===== src/hw/rtl/rgpd_pkg.sv =====
// Package for the retro graphics pixel decoder.
// Holds the mode codes, register indexes, widths, constants and the configuration struct.
// It has no dependencies.
package rgpd_pkg;

	localparam int CFG_IDX_BITS   = 3;
	localparam int CFG_DATA_BITS  = 12;
	localparam int DIM_BITS       = 12;
	localparam int PIX_BITS       = 8;
	localparam int NUM_PIX        = 8;
	localparam int COUNT_BITS     = 4;
	localparam int LINEAR_BITS    = 24;
	localparam int OUT_INDEX_BITS = 24;
	localparam int INDEX_BITS_DEF = 24;
	localparam int CELL_COL_BITS  = 9;
	localparam int SPRITE_DIM_BITS = 8;
	localparam int IN_DATA_BITS   = 24;
	localparam int OUT_DATA_BITS  = 96;

	localparam logic [DIM_BITS-1:0] WIDTH_RESET  = 12'd320;
	localparam logic [DIM_BITS-1:0] HEIGHT_RESET = 12'd200;

	// Reciprocal constants: x / 3 for x below 2048 and x / 21 for x below 4096.
	localparam int DIV3_MUL    = 683;
	localparam int DIV3_SHIFT  = 11;
	localparam int DIV21_MUL   = 3121;
	localparam int DIV21_SHIFT = 16;

	localparam logic [4:0] CELL_LAST_ROW   = 5'd7;
	localparam logic [4:0] CELL_ROWS       = 5'd8;
	localparam logic [4:0] SPRITE_LAST_ROW = 5'd20;
	localparam logic [4:0] SPRITE_PAD_ROW  = 5'd21;
	localparam logic [1:0] SPRITE_LAST_BYTE = 2'd2;

	localparam logic [COUNT_BITS-1:0] COUNT_FULL = 4'd8;
	localparam logic [COUNT_BITS-1:0] COUNT_WIDE = 4'd2;
	localparam logic [COUNT_BITS-1:0] COUNT_ONE  = 4'd1;

	localparam logic [CFG_IDX_BITS-1:0] REG_MODE       = 3'd0;
	localparam logic [CFG_IDX_BITS-1:0] REG_WIDTH      = 3'd1;
	localparam logic [CFG_IDX_BITS-1:0] REG_HEIGHT     = 3'd2;
	localparam logic [CFG_IDX_BITS-1:0] REG_BACKGROUND = 3'd3;
	localparam logic [CFG_IDX_BITS-1:0] REG_MC_ZERO    = 3'd4;
	localparam logic [CFG_IDX_BITS-1:0] REG_MC_ONE     = 3'd5;

	typedef enum logic [2:0] {
		MODE_BITMAP       = 3'd0,
		MODE_MC_BITMAP    = 3'd1,
		MODE_SPRITE       = 3'd2,
		MODE_MC_SPRITE    = 3'd3,
		MODE_CHAR         = 3'd4,
		MODE_MC_CHAR      = 3'd5,
		MODE_UNRESTRICTED = 3'd6,
		MODE_WIDE         = 3'd7
	} mode_t;

	typedef struct packed {
		mode_t                      mode;
		logic [DIM_BITS-1:0]        width;
		logic [PIX_BITS-1:0]        background;
		logic [PIX_BITS-1:0]        mc_zero;
		logic [PIX_BITS-1:0]        mc_one;
		logic [CELL_COL_BITS-1:0]   cell_cols;
		logic [CELL_COL_BITS-1:0]   cell_rows;
		logic [SPRITE_DIM_BITS-1:0] sprite_cols;
		logic [SPRITE_DIM_BITS-1:0] sprite_rows;
		logic [LINEAR_BITS-1:0]     pixel_total;
	} cfg_t;

	typedef logic [3:0][PIX_BITS-1:0]       palette_t;
	typedef logic [NUM_PIX-1:0][PIX_BITS-1:0] pix_group_t;

endpackage


===== src/hw/rtl/rgpd_cfg.sv =====
// Configuration registers of the pixel decoder and the image geometry derived from them.
// Depends on rgpd_pkg for register indexes, reset values and the cfg_t struct.
module rgpd_cfg (
	input  logic                                clk,
	input  logic                                arst_n,
	input  logic                                write,
	input  logic [rgpd_pkg::CFG_IDX_BITS-1:0]   index,
	input  logic [rgpd_pkg::CFG_DATA_BITS-1:0]  data,
	output rgpd_pkg::cfg_t                      cfg
);

	rgpd_pkg::mode_t                         mode_q;
	logic [rgpd_pkg::DIM_BITS-1:0]           width_q;
	logic [rgpd_pkg::DIM_BITS-1:0]           height_q;
	logic [rgpd_pkg::PIX_BITS-1:0]           background_q;
	logic [rgpd_pkg::PIX_BITS-1:0]           mc_zero_q;
	logic [rgpd_pkg::PIX_BITS-1:0]           mc_one_q;
	logic [rgpd_pkg::CELL_COL_BITS-1:0]      cell_cols_q;
	logic [rgpd_pkg::CELL_COL_BITS-1:0]      cell_rows_q;
	logic [rgpd_pkg::SPRITE_DIM_BITS-1:0]    sprite_cols_q;
	logic [rgpd_pkg::SPRITE_DIM_BITS-1:0]    sprite_rows_q;
	logic [rgpd_pkg::LINEAR_BITS-1:0]        pixel_total_q;
	logic [19:0]                             div3_prod;
	logic [23:0]                             div21_prod;

	always_ff @(posedge clk or negedge arst_n) begin
		if (!arst_n) begin
			mode_q       <= rgpd_pkg::MODE_BITMAP;
			width_q      <= rgpd_pkg::WIDTH_RESET;
			height_q     <= rgpd_pkg::HEIGHT_RESET;
			background_q <= '0;
			mc_zero_q    <= '0;
			mc_one_q     <= '0;
		end else if (write) begin
			case (index)
				rgpd_pkg::REG_MODE:       mode_q       <= rgpd_pkg::mode_t'(data[2:0]);
				rgpd_pkg::REG_WIDTH:      width_q      <= data;
				rgpd_pkg::REG_HEIGHT:     height_q     <= data;
				rgpd_pkg::REG_BACKGROUND: background_q <= data[rgpd_pkg::PIX_BITS-1:0];
				rgpd_pkg::REG_MC_ZERO:    mc_zero_q    <= data[rgpd_pkg::PIX_BITS-1:0];
				rgpd_pkg::REG_MC_ONE:     mc_one_q     <= data[rgpd_pkg::PIX_BITS-1:0];
				default: begin
				end
			endcase
		end
	end

	// Sprites are 24 pixels wide: width / 24 is (width / 8) / 3.
	assign div3_prod  = 20'(width_q[11:3]) * 20'(rgpd_pkg::DIV3_MUL);
	assign div21_prod = 24'(height_q) * 24'(rgpd_pkg::DIV21_MUL);

	always_ff @(posedge clk) begin
		cell_cols_q   <= width_q[11:3];
		cell_rows_q   <= height_q[11:3];
		sprite_cols_q <= 8'(div3_prod >> rgpd_pkg::DIV3_SHIFT);
		sprite_rows_q <= 8'(div21_prod >> rgpd_pkg::DIV21_SHIFT);
		pixel_total_q <= 24'(width_q) * 24'(height_q);
	end

	always_comb begin
		cfg.mode        = mode_q;
		cfg.width       = width_q;
		cfg.background  = background_q;
		cfg.mc_zero     = mc_zero_q;
		cfg.mc_one      = mc_one_q;
		cfg.cell_cols   = cell_cols_q;
		cfg.cell_rows   = cell_rows_q;
		cfg.sprite_cols = sprite_cols_q;
		cfg.sprite_rows = sprite_rows_q;
		cfg.pixel_total = pixel_total_q;
	end

endmodule


===== src/hw/rtl/rgpd_expand.sv =====
// Expands one graphics byte into eight color indices through a four-entry palette.
// Depends on rgpd_pkg for the palette and pixel group types.
module rgpd_expand (
	input  logic [rgpd_pkg::PIX_BITS-1:0] pattern,
	input  logic                          multi,
	input  rgpd_pkg::palette_t            palette,
	output rgpd_pkg::pix_group_t          pix
);

	logic [1:0] sel [rgpd_pkg::NUM_PIX];

	// Multicolor reads bit pairs from the top, each pair covering two pixels.
	always_comb begin
		for (int x = 0; x < rgpd_pkg::NUM_PIX; x++) begin
			if (multi) begin
				sel[x] = 2'(pattern >> (6 - 2 * (x / 2)));
			end else begin
				sel[x] = {1'b0, pattern[7 - x]};
			end
			pix[x] = palette[sel[x]];
		end
	end

endmodule


===== src/hw/rtl/retro_graphics_pixel_decode_top.sv =====
// Retro graphics pixel decoder: graphics bytes in, groups of up to eight color indices out.
// An accepted item is held in the input register and then decoded into the result register that drives the output.
// Throughput is one item per cycle while the output is not held off, set by the input register and the result register.
// The asynchronous reset clears the counters and the handshake state and loads the
// register reset values; no clearing pass follows, items are accepted right after reset.
// Depends on rgpd_pkg, rgpd_cfg and rgpd_expand.
module retro_graphics_pixel_decode_top #(
	parameter int INDEX_BITS = rgpd_pkg::INDEX_BITS_DEF
) (
	input  logic                                 clk,
	input  logic                                 arst_n,
	input  logic                                 cfg_write,
	input  logic [rgpd_pkg::CFG_IDX_BITS-1:0]    cfg_index,
	input  logic [rgpd_pkg::CFG_DATA_BITS-1:0]   cfg_data,
	input  logic                                 s_tvalid,
	output logic                                 s_tready,
	// Fields from bit 0: pattern_byte[7:0], screen_byte[15:8], color_byte[23:16].
	input  logic [rgpd_pkg::IN_DATA_BITS-1:0]    s_tdata,
	// Fields from bit 0: restart[0].
	input  logic                                 s_tuser,
	output logic                                 m_tvalid,
	input  logic                                 m_tready,
	// Fields from bit 0: pix0..pix7[63:0], pixel_index[87:64], pixel_count[91:88], zero[95:92].
	output logic [rgpd_pkg::OUT_DATA_BITS-1:0]   m_tdata,
	output logic                                 m_tlast
);

	rgpd_pkg::cfg_t cfg;

	logic                                 valid_s1;
	logic [rgpd_pkg::PIX_BITS-1:0]        pattern_s1;
	logic [rgpd_pkg::PIX_BITS-1:0]        screen_s1;
	logic [rgpd_pkg::PIX_BITS-1:0]        color_s1;
	logic                                 restart_s1;

	logic [rgpd_pkg::DIM_BITS-1:0]        cell_column_q;
	logic [rgpd_pkg::DIM_BITS-1:0]        cell_row_q;
	logic [4:0]                           row_in_cell_q;
	logic [1:0]                           byte_in_row_q;
	logic [rgpd_pkg::LINEAR_BITS-1:0]     linear_count_q;

	logic                                 valid_s2;
	rgpd_pkg::pix_group_t                 pix_s2;
	logic [rgpd_pkg::OUT_INDEX_BITS-1:0]  index_s2;
	logic [rgpd_pkg::COUNT_BITS-1:0]      count_s2;
	logic                                 last_s2;

	logic                                 advance;
	logic                                 emit;
	logic                                 multi;
	logic                                 linear;
	logic [rgpd_pkg::DIM_BITS-1:0]        col;
	logic [rgpd_pkg::DIM_BITS-1:0]        row;
	logic [4:0]                           ric;
	logic [1:0]                           bir;
	logic [rgpd_pkg::LINEAR_BITS-1:0]     lc;
	logic [rgpd_pkg::DIM_BITS-1:0]        col_next;
	logic [rgpd_pkg::DIM_BITS-1:0]        row_next;
	logic [4:0]                           ric_next;
	logic [1:0]                           bir_next;
	logic [rgpd_pkg::LINEAR_BITS-1:0]     lc_next;
	logic [rgpd_pkg::COUNT_BITS-1:0]      count;
	logic                                 last;
	logic [16:0]                          lines;
	logic [16:0]                          col_off;
	rgpd_pkg::palette_t                   palette;
	rgpd_pkg::pix_group_t                 exp_pix;
	rgpd_pkg::pix_group_t                 pix;
	logic [INDEX_BITS-1:0]                index_calc;
	logic [31:0]                          index_wide;

	rgpd_cfg u_cfg (
		.clk    (clk),
		.arst_n (arst_n),
		.write  (cfg_write),
		.index  (cfg_index),
		.data   (cfg_data),
		.cfg    (cfg)
	);

	rgpd_expand u_expand (
		.pattern (pattern_s1),
		.multi   (multi),
		.palette (palette),
		.pix     (exp_pix)
	);

	assign advance  = valid_s1 && (!valid_s2 || m_tready);
	assign s_tready = !valid_s1 || advance;

	assign multi = (cfg.mode == rgpd_pkg::MODE_MC_BITMAP) ||
		(cfg.mode == rgpd_pkg::MODE_MC_SPRITE) || (cfg.mode == rgpd_pkg::MODE_MC_CHAR);

	// A restart clears the counters before the byte is taken.
	assign col = restart_s1 ? '0 : cell_column_q;
	assign row = restart_s1 ? '0 : cell_row_q;
	assign ric = restart_s1 ? '0 : row_in_cell_q;
	assign bir = restart_s1 ? '0 : byte_in_row_q;
	assign lc  = restart_s1 ? '0 : linear_count_q;

	always_comb begin
		emit      = 1'b0;
		linear    = 1'b0;
		col_next  = col;
		row_next  = row;
		ric_next  = ric;
		bir_next  = bir;
		lc_next   = lc;
		count     = rgpd_pkg::COUNT_FULL;
		last      = 1'b0;
		lines     = '0;
		col_off   = '0;
		palette   = '0;
		case (cfg.mode)
			rgpd_pkg::MODE_UNRESTRICTED, rgpd_pkg::MODE_WIDE: begin
				linear = 1'b1;
				if (lc < cfg.pixel_total) begin
					emit = 1'b1;
					if (cfg.mode == rgpd_pkg::MODE_WIDE && (cfg.pixel_total - lc) >= 24'd2) begin
						count = rgpd_pkg::COUNT_WIDE;
					end else begin
						count = rgpd_pkg::COUNT_ONE;
					end
					lc_next = lc + 24'(count);
					last    = lc_next >= cfg.pixel_total;
				end
			end
			rgpd_pkg::MODE_SPRITE, rgpd_pkg::MODE_MC_SPRITE: begin
				palette[0] = cfg.background;
				palette[1] = multi ? cfg.mc_zero : color_s1;
				palette[2] = multi ? color_s1 : '0;
				palette[3] = cfg.mc_one;
				lines   = 17'(row) * 17'(rgpd_pkg::SPRITE_PAD_ROW) + 17'(ric);
				col_off = 17'(col) * 17'd24 + 17'({bir, 3'b000});
				if (col < 12'(cfg.sprite_cols) && row < 12'(cfg.sprite_rows) &&
					ric <= rgpd_pkg::SPRITE_PAD_ROW && bir <= rgpd_pkg::SPRITE_LAST_BYTE) begin
					if (ric == rgpd_pkg::SPRITE_PAD_ROW) begin
						ric_next = '0;
						bir_next = '0;
						if ((13'(col) + 13'd1) >= 13'(cfg.sprite_cols)) begin
							col_next = '0;
							row_next = row + 12'd1;
						end else begin
							col_next = col + 12'd1;
						end
					end else begin
						emit = 1'b1;
						last = (13'(col) + 13'd1) == 13'(cfg.sprite_cols) &&
							(13'(row) + 13'd1) == 13'(cfg.sprite_rows) &&
							ric == rgpd_pkg::SPRITE_LAST_ROW && bir == rgpd_pkg::SPRITE_LAST_BYTE;
						if (bir == rgpd_pkg::SPRITE_LAST_BYTE) begin
							bir_next = '0;
							ric_next = ric + 5'd1;
						end else begin
							bir_next = bir + 2'd1;
						end
					end
				end
			end
			default: begin
				palette[0] = cfg.background;
				palette[1] = color_s1;
				palette[2] = cfg.mc_zero;
				palette[3] = cfg.mc_one;
				case (cfg.mode)
					rgpd_pkg::MODE_BITMAP: begin
						palette[0] = {4'h0, screen_s1[3:0]};
						palette[1] = {4'h0, screen_s1[7:4]};
					end
					rgpd_pkg::MODE_MC_BITMAP: begin
						palette[1] = {4'h0, screen_s1[7:4]};
						palette[2] = {4'h0, screen_s1[3:0]};
						palette[3] = {4'h0, color_s1[3:0]};
					end
					rgpd_pkg::MODE_CHAR: begin
						palette[1] = {4'h0, color_s1[3:0]};
					end
					default: begin
						palette[1] = cfg.mc_zero;
						palette[2] = cfg.mc_one;
						palette[3] = {4'h0, color_s1[3:0]};
					end
				endcase
				lines   = 17'({row, 3'b000}) + 17'(ric);
				col_off = 17'({col, 3'b000});
				if (col < 12'(cfg.cell_cols) && row < 12'(cfg.cell_rows) &&
					ric <= rgpd_pkg::CELL_LAST_ROW) begin
					emit = 1'b1;
					last = (13'(col) + 13'd1) == 13'(cfg.cell_cols) &&
						(13'(row) + 13'd1) == 13'(cfg.cell_rows) &&
						ric == rgpd_pkg::CELL_LAST_ROW;
					if ((ric + 5'd1) == rgpd_pkg::CELL_ROWS) begin
						ric_next = '0;
						if ((13'(col) + 13'd1) >= 13'(cfg.cell_cols)) begin
							col_next = '0;
							row_next = row + 12'd1;
						end else begin
							col_next = col + 12'd1;
						end
					end else begin
						ric_next = ric + 5'd1;
					end
				end
			end
		endcase
	end

	always_comb begin
		if (linear) begin
			pix    = '0;
			pix[0] = pattern_s1;
			if (count == rgpd_pkg::COUNT_WIDE) begin
				pix[1] = pattern_s1;
			end
			index_calc = INDEX_BITS'(lc);
		end else begin
			pix        = exp_pix;
			index_calc = INDEX_BITS'(lines) * INDEX_BITS'(cfg.width) + INDEX_BITS'(col_off);
		end
		index_wide = 32'(index_calc);
	end

	always_ff @(posedge clk or negedge arst_n) begin
		if (!arst_n) begin
			valid_s1 <= 1'b0;
		end else if (s_tready) begin
			valid_s1 <= s_tvalid;
		end
	end

	always_ff @(posedge clk) begin
		if (s_tready && s_tvalid) begin
			pattern_s1 <= s_tdata[7:0];
			screen_s1  <= s_tdata[15:8];
			color_s1   <= s_tdata[23:16];
			restart_s1 <= s_tuser;
		end
	end

	always_ff @(posedge clk or negedge arst_n) begin
		if (!arst_n) begin
			cell_column_q  <= '0;
			cell_row_q     <= '0;
			row_in_cell_q  <= '0;
			byte_in_row_q  <= '0;
			linear_count_q <= '0;
		end else if (advance) begin
			cell_column_q  <= col_next;
			cell_row_q     <= row_next;
			row_in_cell_q  <= ric_next;
			byte_in_row_q  <= bir_next;
			linear_count_q <= lc_next;
		end
	end

	always_ff @(posedge clk or negedge arst_n) begin
		if (!arst_n) begin
			valid_s2 <= 1'b0;
		end else if (advance && emit) begin
			valid_s2 <= 1'b1;
		end else if (m_tready) begin
			valid_s2 <= 1'b0;
		end
	end

	always_ff @(posedge clk) begin
		if (advance && emit) begin
			pix_s2   <= pix;
			index_s2 <= index_wide[rgpd_pkg::OUT_INDEX_BITS-1:0];
			count_s2 <= count;
			last_s2  <= last;
		end
	end

	assign m_tvalid = valid_s2;
	assign m_tlast  = last_s2;
	assign m_tdata  = {4'h0, count_s2, index_s2, pix_s2};

`ifndef NO_ASSERTIONS
	a_ready_when_empty: assert property (@(posedge clk) disable iff (!arst_n)
		!valid_s2 |-> s_tready)
		else $error("input stalled while the result register is empty");

	a_result_loaded: assert property (@(posedge clk) disable iff (!arst_n)
		advance && emit |=> valid_s2)
		else $error("decoded item did not reach the result register");

	a_result_drained: assert property (@(posedge clk) disable iff (!arst_n)
		valid_s2 && m_tready && !(advance && emit) |=> !valid_s2)
		else $error("delivered item was presented again");

	a_count_legal: assert property (@(posedge clk) disable iff (!arst_n)
		valid_s2 |-> (count_s2 == rgpd_pkg::COUNT_FULL || count_s2 == rgpd_pkg::COUNT_WIDE ||
			count_s2 == rgpd_pkg::COUNT_ONE))
		else $error("pixel count out of range");
`endif

endmodule


===== config.mk =====
export PLATFORM = sky130hd
export DESIGN_NAME = retro_graphics_pixel_decode_top
export DESIGN_NICKNAME = d
export VERILOG_FILES = /design/src/hw/rtl/rgpd_pkg.sv /design/src/hw/rtl/rgpd_cfg.sv /design/src/hw/rtl/rgpd_expand.sv /design/src/hw/rtl/retro_graphics_pixel_decode_top.sv
export SDC_FILE = /design/constraint.sdc
export NUM_CORES = 2
export LEC_CHECK = 0
export ABC_AREA = 0
export BUFFER_PORTS_ARGS = -buffer_cell sky130_fd_sc_hd__buf_2
export CAP_MARGIN = 20
export CORE_ASPECT_RATIO = 1.4
export CORE_MARGIN = 4
export CORE_UTILIZATION = 55
export CTS_CLUSTER_DIAMETER = 150
export DETAILED_ROUTE_END_ITERATION = 12
export GPL_TIMING_DRIVEN = 0
export PLACE_DENSITY = 0.76
export SLEW_MARGIN = 30
export SYNTH_ARGS = -nofsm -noshare
export SYNTH_HDL_FRONTEND = slang
export SYNTH_HIERARCHICAL = 1
export SYNTH_SLANG_ARGS = --single-unit

===== constraint.sdc =====
create_clock -name clk -period 22.9 [get_ports clk]
set_input_delay 2.29 -clock clk [delete_from_list [all_inputs] [get_ports clk]]
set_output_delay 2.29 -clock clk [all_outputs]
set_load 0.005 [all_outputs]

Word-level counts from Yosys, hierarchy flattened
Index checks and enable logic that the tools add are counted.
{"block": "word_totals", "mem_bits_ro": 0, "ram_bits": 0, "latchBits": 0, "mem_count": 0, "reg_bits": 284}
{"block": "classes", "mux": 84, "n_shift": 0, "n_mul": 6, "n_eq_ne": 22, "n_addsub": 12, "n_reduce_logical": 33, "bitwise_logic": 0, "n_lt_le_gt_ge": 20, "div_mod_pow": 0}
{"operator": "12-bit two-way mux", "count": 14}
{"operator": "8-bit binary-select mux with 2-bit select", "count": 8}
{"operator": "24-bit two-way mux", "count": 4}
{"operator": "8-bit two-way mux", "count": 12}
{"operator": "17-bit one-hot mux with 2 select lines", "count": 2}
{"operator": "32-bit one-hot mux with 2 select lines", "count": 1}
{"operator": "12-bit one-hot mux with 2 select lines", "count": 2}
{"operator": "17-bit by 5-bit adder with 17-bit output", "count": 2}
{"operator": "16-bit one-hot mux with 2 select lines", "count": 1}
{"operator": "5-bit two-way mux", "count": 6}
{"operator": "2-bit two-way mux", "count": 14}
{"operator": "12-bit by 1-bit adder with 13-bit output, second input constant", "count": 2}
{"operator": "13-bit by 8-bit == test with 1-bit output", "count": 2}
{"operator": "13-bit by 9-bit == test with 1-bit output", "count": 2}
{"operator": "12-bit by 1-bit adder with 12-bit output, second input constant", "count": 2}
{"operator": "24-bit by 17-bit adder with 24-bit output", "count": 1}
{"operator": "24-bit by 4-bit adder with 24-bit output", "count": 1}
{"operator": "24-bit by 2-bit >= comparator with 1-bit output, second input constant", "count": 1}
{"operator": "24-bit >= comparator", "count": 1}
{"operator": "12-bit by 8-bit less-than comparator with 1-bit output", "count": 2}
{"operator": "12-bit by 9-bit less-than comparator with 1-bit output", "count": 2}
{"operator": "2-bit by 3-bit less-than comparator with 1-bit output, second input constant", "count": 8}
{"operator": "24-bit less-than comparator", "count": 1}
{"operator": "12-bit by 12-bit multiplier with 24-bit output", "count": 1}
{"operator": "35 further kinds", "count": 85}

Depth between registers and ports, before layout
{"block": "depth", "ltp_word": 12, "depth_mapped": 40, "depth_no_buf": 36}

Cells and area by module
Netlist, hierarchy kept.
{"mod": "retro_graphics_pixel_decode_top", "area_each_um2": 21383.0, "n_inst": 1, "cells_each": 2433}
{"mod": "rgpd_cfg", "area_each_um2": 10882.9, "n_inst": 1, "cells_each": 1055}
{"mod": "rgpd_expand", "area_each_um2": 2311.0, "n_inst": 1, "cells_each": 315}

Worst setup path after synthesis
OpenSTA, ideal clock, no wires.
{"block": "synth_path", "path_type": "register -> register", "startpoint": "register restart_s1", "endpoint": "register index_s2[23] (netlist name), data pin", "setup_time_ns": 0.254, "period_less_slack_ns": 9.779, "arrival_time_ns": 9.526, "required_ns": 22.646, "slack_ns": 13.121, "n_path_buf": 5, "stages_incl_launch_ff": 39, "cell_sequence": "edfxtp_1 -> buf_2 -> buf_2 -> buf_1 -> buf_1 -> clkbuf_1 -> nor2b_1 -> ha_1 -> inv_1 -> fa_1 -> fa_1 -> inv_1 -> ha_1 -> o21ai_0 -> o21ai_0 -> a41o_1 -> o41ai_1 -> o21ai_0 -> [3 not listed] -> fa_1 -> inv_1 -> fa_1 -> inv_1 -> fa_1 -> fa_1 -> inv_1 -> fa_1 -> inv_1 -> ha_1 -> or3_1 -> o21ai_0 -> a21oi_1 -> a41oi_1 -> a21oi_1 -> nor2_1 -> xnor3_1 -> a21o_1"}
{"block": "synth_between", "elab_chain_cells": 7}
{"element": "start, declared", "line_no": "retro_graphics_pixel_decode_top.sv:34", "source": "logic restart_s1;"}
{"element": "start signal, assigned", "line_no": "retro_graphics_pixel_decode_top.sv:236", "source": "restart_s1 <= s_tuser;"}
{"element": "12-bit two-way mux", "line_no": "retro_graphics_pixel_decode_top.sv:96", "source": "assign row = restart_s1 ? '0 : cell_row_q;"}
{"element": "12-bit by 5-bit multiplier with 17-bit output", "line_no": "retro_graphics_pixel_decode_top.sv:133", "source": "lines = 17'(row) * 17'(rgpd_pkg::SPRITE_PAD_ROW) + 17'(ric);"}
{"element": "17-bit by 5-bit adder with 17-bit output", "line_no": "retro_graphics_pixel_decode_top.sv:133"}
{"element": "17-bit one-hot mux with 2 select lines", "line_no": "retro_graphics_pixel_decode_top.sv:114", "source": "case (cfg.mode)"}
{"element": "17-bit by 12-bit multiplier with 24-bit output", "line_no": "retro_graphics_pixel_decode_top.sv:218", "source": "index_calc = INDEX_BITS'(lines) * INDEX_BITS'(cfg.width) + INDEX_BITS'(col_off);"}
{"element": "24-bit by 17-bit adder with 24-bit output", "line_no": "retro_graphics_pixel_decode_top.sv:218"}
{"element": "24-bit two-way mux *", "line_no": "retro_graphics_pixel_decode_top.sv:209", "source": "if (linear) begin"}
{"element": "net index_calc[23]", "line_no": "retro_graphics_pixel_decode_top.sv:69", "source": "logic [INDEX_BITS-1:0] index_calc;"}
{"element": "end signal, assigned", "line_no": "retro_graphics_pixel_decode_top.sv:269", "source": "index_s2 <= index_wide[rgpd_pkg::OUT_INDEX_BITS-1:0];"}
{"element": "end, declared", "line_no": "retro_graphics_pixel_decode_top.sv:44", "source": "logic [rgpd_pkg::OUT_INDEX_BITS-1:0] index_s2;"}
Mark *: on every way through the listed nets, which the timed path passes. The rest lies on a longest branch.
A chain may end at the register's enable or synchronous reset.

Worst setup path after layout
{"block": "layout_path", "startpoint": "register restart_s1", "endpoint": "register index_s2[22] (netlist name), data pin"}
The elaborated chain is that of the path after synthesis.

==> tab_implementation.tex <==
\begin{tabular}{lr}
\hline
Metric & Value \\
\hline
\multicolumn{2}{l}{\textbf{Finish}} \\
Layout area overhead & 8.674\% \\
Fill cells & 5,326 \\
Number of nets in the final layout & 4,732 \\
Final core utilization & 0.6045 \\
Non-filler cells in the finished layout & 4,832 \\
Share of layout cells above drive strength 1 & 0.08789 \\
\multicolumn{2}{l}{\textbf{Synthesis}} \\
Proportion of synthesized chip area in sequential cells & 0.2135 \\
Synth Area in Adders & 0.3226 \\
Netlist area before placement & 34,580 um2 \\
Compound-Gate Fraction of Synth Area & 0.1315 \\
Post-Syn Instances & 3,803 \\
Multiplexer area fraction after synthesis & 0.05048 \\
Xor/xnor share of the synthesized area & 0.03955 \\
Most instantiated flip-flop cell in the synthesis netlist & sky130\_fd\_sc\_hd\_\_edfxtp\_1 \\
Ys async rst share & 0.3816 \\
Post-synthesis area per instance & 9.092 um2 \\
Synthesized-area fraction occupied by and/or/nand/nor cells & 0.1563 \\
Post-synthesis sequential element count & 283 \\
Yosys Warn Count & 6 \\
Number of flops mapped to enable cells by yosys & 117 \\
Combinational family with the most area after synthesis & adder cells \\
Cell variety after synth & 103 \\
\multicolumn{2}{l}{\textbf{Min path}} \\
Path category of the worst min-delay check & reg2reg \\
\multicolumn{2}{l}{\textbf{GRT}} \\
Routing layer with the top usage in global route & met2 \\
Grt total ovfl & 0 \\
GR Layer Usage met3 & 0.05870 \\
Fraction of met2 tracks used by global routing & 0.5535 \\
Maximum number of pins on one net before global-route repair & 66 \\
Via count of the first global-routing pass & 29,630 \\
Global-route wire length before repair & 168.7 mm \\
Overall track demand over capacity in global routing & 0.3272 \\
Number of antenna violations at the first check in global routing & 3 \\
Global-route met1 utilization & 0.3530 \\
\multicolumn{2}{l}{\textbf{Setup path}} \\
Critical Path Sink Type & flop \\
Data arrival at the endpoint of the critical path & 14,210 ps \\
R2R setup slack & 9010 ps \\
Crit Path Max Fanout & 10 \\
Worst path top cell family by delay & adder cells \\
Worst setup path category & reg2reg \\
Crit path max-delay cell type & sky130\_fd\_sc\_hd\_\_buf\_1 \\
Data required time at the worst endpoint & 23,220 ps \\
Largest stage delay on the critical path & 720 ps \\
Cell with the most instances on the worst path & sky130\_fd\_sc\_hd\_\_fa\_1 \\
Type of origin of the critical path & flop \\
CP Buf/Inv Count & 12 \\
\multicolumn{2}{l}{\textbf{STA}} \\
Min Clock Period, post-route & 13,890 ps \\
Final sum of negative setup slack & 0 ps \\
RSZ-0062 raised after global routing & no \\
Worst clock skew & 23.69 ps \\
Worst Max-Slew Pin Slew & 1071 ps \\
Fmax achieved & 71.99 MHz \\
Max-slew violations & 0 \\
Number of setup violations in the final report & 0 \\
Final-report hold violation count & 0 \\
Max-slew headroom & 0.2859 \\
Part of the cycle the worst path needs & 0.6066 \\
Final WS setup & 9009 ps \\
\multicolumn{2}{l}{\textbf{Clocking}} \\
Root Buffer Master & sky130\_fd\_sc\_hd\_\_clkbuf\_16 \\
Gates resized, CTS repair & 0 \\
Total setup buffers inserted after CTS & 0 \\
Post-CTS clock slew at the launch and capture registers of the worst setup and hold paths & 70 ps \\
CTS Hold Buffers Added & 0 \\
Maximum clock insertion buffer count & 3 \\
Skew-Pair Late Insertion Delay & 620 ps \\
CTS tree & done \\
CTS sink cnt & 283 \\
Cts bufs inserted & 30 \\
Deepest level of the CTS H-tree & 1 \\
\multicolumn{2}{l}{\textbf{Floorplanning}} \\
Initial cell density of the core & 0.5563 \\
Total number of placement rows & 108 \\
Die outline height & 304.7 um \\
Die X & 219.9 um \\
Total Die Area & 67,000 um2 \\
Number of ports placed on the die boundary & 144 \\
Area inside the core boundary & 62,160 um2 \\
\multicolumn{2}{l}{\textbf{Route}} \\
Ratio of routed vias to standard cells & 6.000 \\
Detail Route Antenna Nets & 0 \\
Drt first-iter violations & 2,422 \\
Number of remaining DRC errors & 0 \\
Routed length per instance & 22.90 um \\
Number of search-and-repair iterations in the first detailed-routing pass & 8 \\
Post-detailed-routing wire length & 110.6 mm \\
Number of vias after detailed routing & 28,993 \\
\multicolumn{2}{l}{\textbf{Placement}} \\
Placed cell count & 4,774 \\
Detail Placement HPWL & 89.80 mm \\
Port Buffers & 137 \\
Minimum setup slack after placement & 9404 ps \\
Final GP Congestion & 1.061 \\
\multicolumn{2}{l}{\textbf{Power and ir drop}} \\
Worst vdd rail ir drop & 0.1973 mV \\
Static Leak & 17.78 nW \\
Power per Cell Area & 137.3 nW/um2 \\
\multicolumn{2}{l}{\textbf{Flow run}} \\
Number of max-cap violations & 0 \\
\multicolumn{2}{l}{\textbf{Run status}} \\
Status & complete, no violations \\
\hline
\end{tabular}
[synthesized netlist by cell type, types with 8 or more instances]
library cell,number,share of area
sky130_fd_sc_hd__or3_1,11,0.0020
sky130_fd_sc_hd__buf_2,17,0.0025
sky130_fd_sc_hd__o21a_1,40,0.0087
sky130_fd_sc_hd__nor4_1,13,0.0024
sky130_fd_sc_hd__nand3_1,56,0.0081
sky130_fd_sc_hd__mux2_1,10,0.0033
sky130_fd_sc_hd__nor2b_1,61,0.011
sky130_fd_sc_hd__a31oi_1,20,0.0036
sky130_fd_sc_hd__a21oi_1,133,0.019
sky130_fd_sc_hd__a22oi_1,10,0.0022
sky130_fd_sc_hd__edfxtp_1,117,0.10
sky130_fd_sc_hd__nor3_1,44,0.0064
sky130_fd_sc_hd__clkbuf_1,126,0.014
sky130_fd_sc_hd__dfxtp_1,58,0.034
sky130_fd_sc_hd__mux2i_1,81,0.023
sky130_fd_sc_hd__a21o_1,38,0.0083
sky130_fd_sc_hd__a32o_1,14,0.0041
sky130_fd_sc_hd__o21ai_0,137,0.020
sky130_fd_sc_hd__inv_1,559,0.061
sky130_fd_sc_hd__a32oi_1,29,0.0073
sky130_fd_sc_hd__nand2b_1,29,0.0052
sky130_fd_sc_hd__ha_1,397,0.14
sky130_fd_sc_hd__o31ai_1,8,0.0017
sky130_fd_sc_hd__o211ai_1,39,0.0085
sky130_fd_sc_hd__xor2_1,40,0.010
sky130_fd_sc_hd__buf_6,13,0.0042
sky130_fd_sc_hd__and4_1,9,0.0023
sky130_fd_sc_hd__nor2_1,140,0.015
sky130_fd_sc_hd__o21bai_1,21,0.0046
sky130_fd_sc_hd__fa_1,309,0.18
sky130_fd_sc_hd__buf_1,14,0.0015
sky130_fd_sc_hd__a211oi_1,15,0.0033
sky130_fd_sc_hd__nand2_1,451,0.049
sky130_fd_sc_hd__dfrtp_1,103,0.075
sky130_fd_sc_hd__nand4_1,23,0.0042
sky130_fd_sc_hd__o22ai_1,16,0.0029
sky130_fd_sc_hd__o221ai_1,11,0.0028
sky130_fd_sc_hd__xnor2_1,111,0.028
sky130_fd_sc_hd__a22o_1,23,0.0058
sky130_fd_sc_hd__mux2_2,69,0.022
sky130_fd_sc_hd__and2_1,203,0.037
sky130_fd_sc_hd__and3_1,16,0.0029
[power breakdown]
group / internal [mW] / switching [mW]
clock: 0.320 / 0.228
sequential: 0.745 / 0.130
combinational: 1.53 / 2.21
[metrics by stage]
step | instance area (um2) | hold WS [ps] | total power, mW
final | 37580 | 486.3 | 5.159
after global routing | 37570 | 498.7 | 5.674
after CTS | 37570 | 486.3 | 5.128
after detailed placement | 36450 | 474.5 | 4.558
after global placement | 36310 | 461.1 | 4.468
after floorplan | 34590 | 427.1 | 3.543
[placed cells by master (no fill, tap or decap), types with 117 or more instances in the layout]
cell | netlist | final
sky130_fd_sc_hd__inv_1 | 559 | 559
sky130_fd_sc_hd__nand2_1 | 451 | 451
sky130_fd_sc_hd__ha_1 | 397 | 397
sky130_fd_sc_hd__fa_1 | 309 | 309
sky130_fd_sc_hd__and2_1 | 203 | 202
sky130_fd_sc_hd__buf_2 | 17 | 153
sky130_fd_sc_hd__nor2_1 | 140 | 140
sky130_fd_sc_hd__o21ai_0 | 137 | 133
sky130_fd_sc_hd__a21oi_1 | 133 | 133
sky130_fd_sc_hd__clkbuf_1 | 126 | 129
sky130_fd_sc_hd__edfxtp_1 | 117 | 117
[flip-flops by register name, summed over array words and instances, names as in the netlist, 9 cells and up]
register	count
u_cfg/height_q	12
u_cfg/pixel_total_q	24
index_s2	24
cell_column_q	12
u_cfg/cell_rows_q	9
cell_row_q	12
u_cfg/width_q	12
u_cfg/cell_cols_q	9
m_tdata	64
linear_count_q	24
[kinds of logic (layout without fill, tap and decap cells)]
kind of cell / count (synthesis) / in the layout
and+or+nand+nor: 1097 / 1097
buffers and inverters: 741 / 939
adders and majority gates: 706 / 706
AOI/OAI and AO/OA: 659 / 659
DFF: 283 / 283
muxes: 163 / 163
xor gates and xnor gates: 153 / 153
other: 1 / 7
[area by class of cell]
type | count | area (um2) | share of cell area
flip-flops and latches | 283 | 7386 | 0.1966
clock inverters | 17 | 245.2 | 0.006526
diodes | 2 | 5.005 | 0.0001332
repair buffers | 142 | 813.3 | 0.02164
well taps | 825 | 1032 | 0.02747
clock buffers | 39 | 878.3 | 0.02338
inverters | 561 | 2106 | 0.05604
plain buffers | 180 | 867.1 | 0.02308
multi-input cells | 2783 | 24240 | 0.6452
[worst paths after layout]
check,end,cells after the start,from
max reg2reg,index_s2[22]$_DFFE_PP_,39,restart_s1$_DFFE_PP_
max,index_s2[22]$_DFFE_PP_,39,restart_s1$_DFFE_PP_
min,u_cfg/cell_rows_q[0]$_DFF_P_,0,u_cfg/height_q[3]$_DFFE_PN1P_
min in group asynchronous,cell_column_q[4]$_DFFE_PN0P_,1,arst_n
max in group asynchronous,u_cfg/mc_one_q[7]$_DFFE_PN0P_,2,arst_n
min reg2reg,u_cfg/cell_rows_q[0]$_DFF_P_,0,u_cfg/height_q[3]$_DFFE_PN1P_
[routing by layer]
layer  wire length (um)  vias up
li1                   -    13153
met1              38040    14007
met2              53020     1346
met3               8088      485
met4              11460        2
met5                 23        -
(Power assumes the default switching activity.)
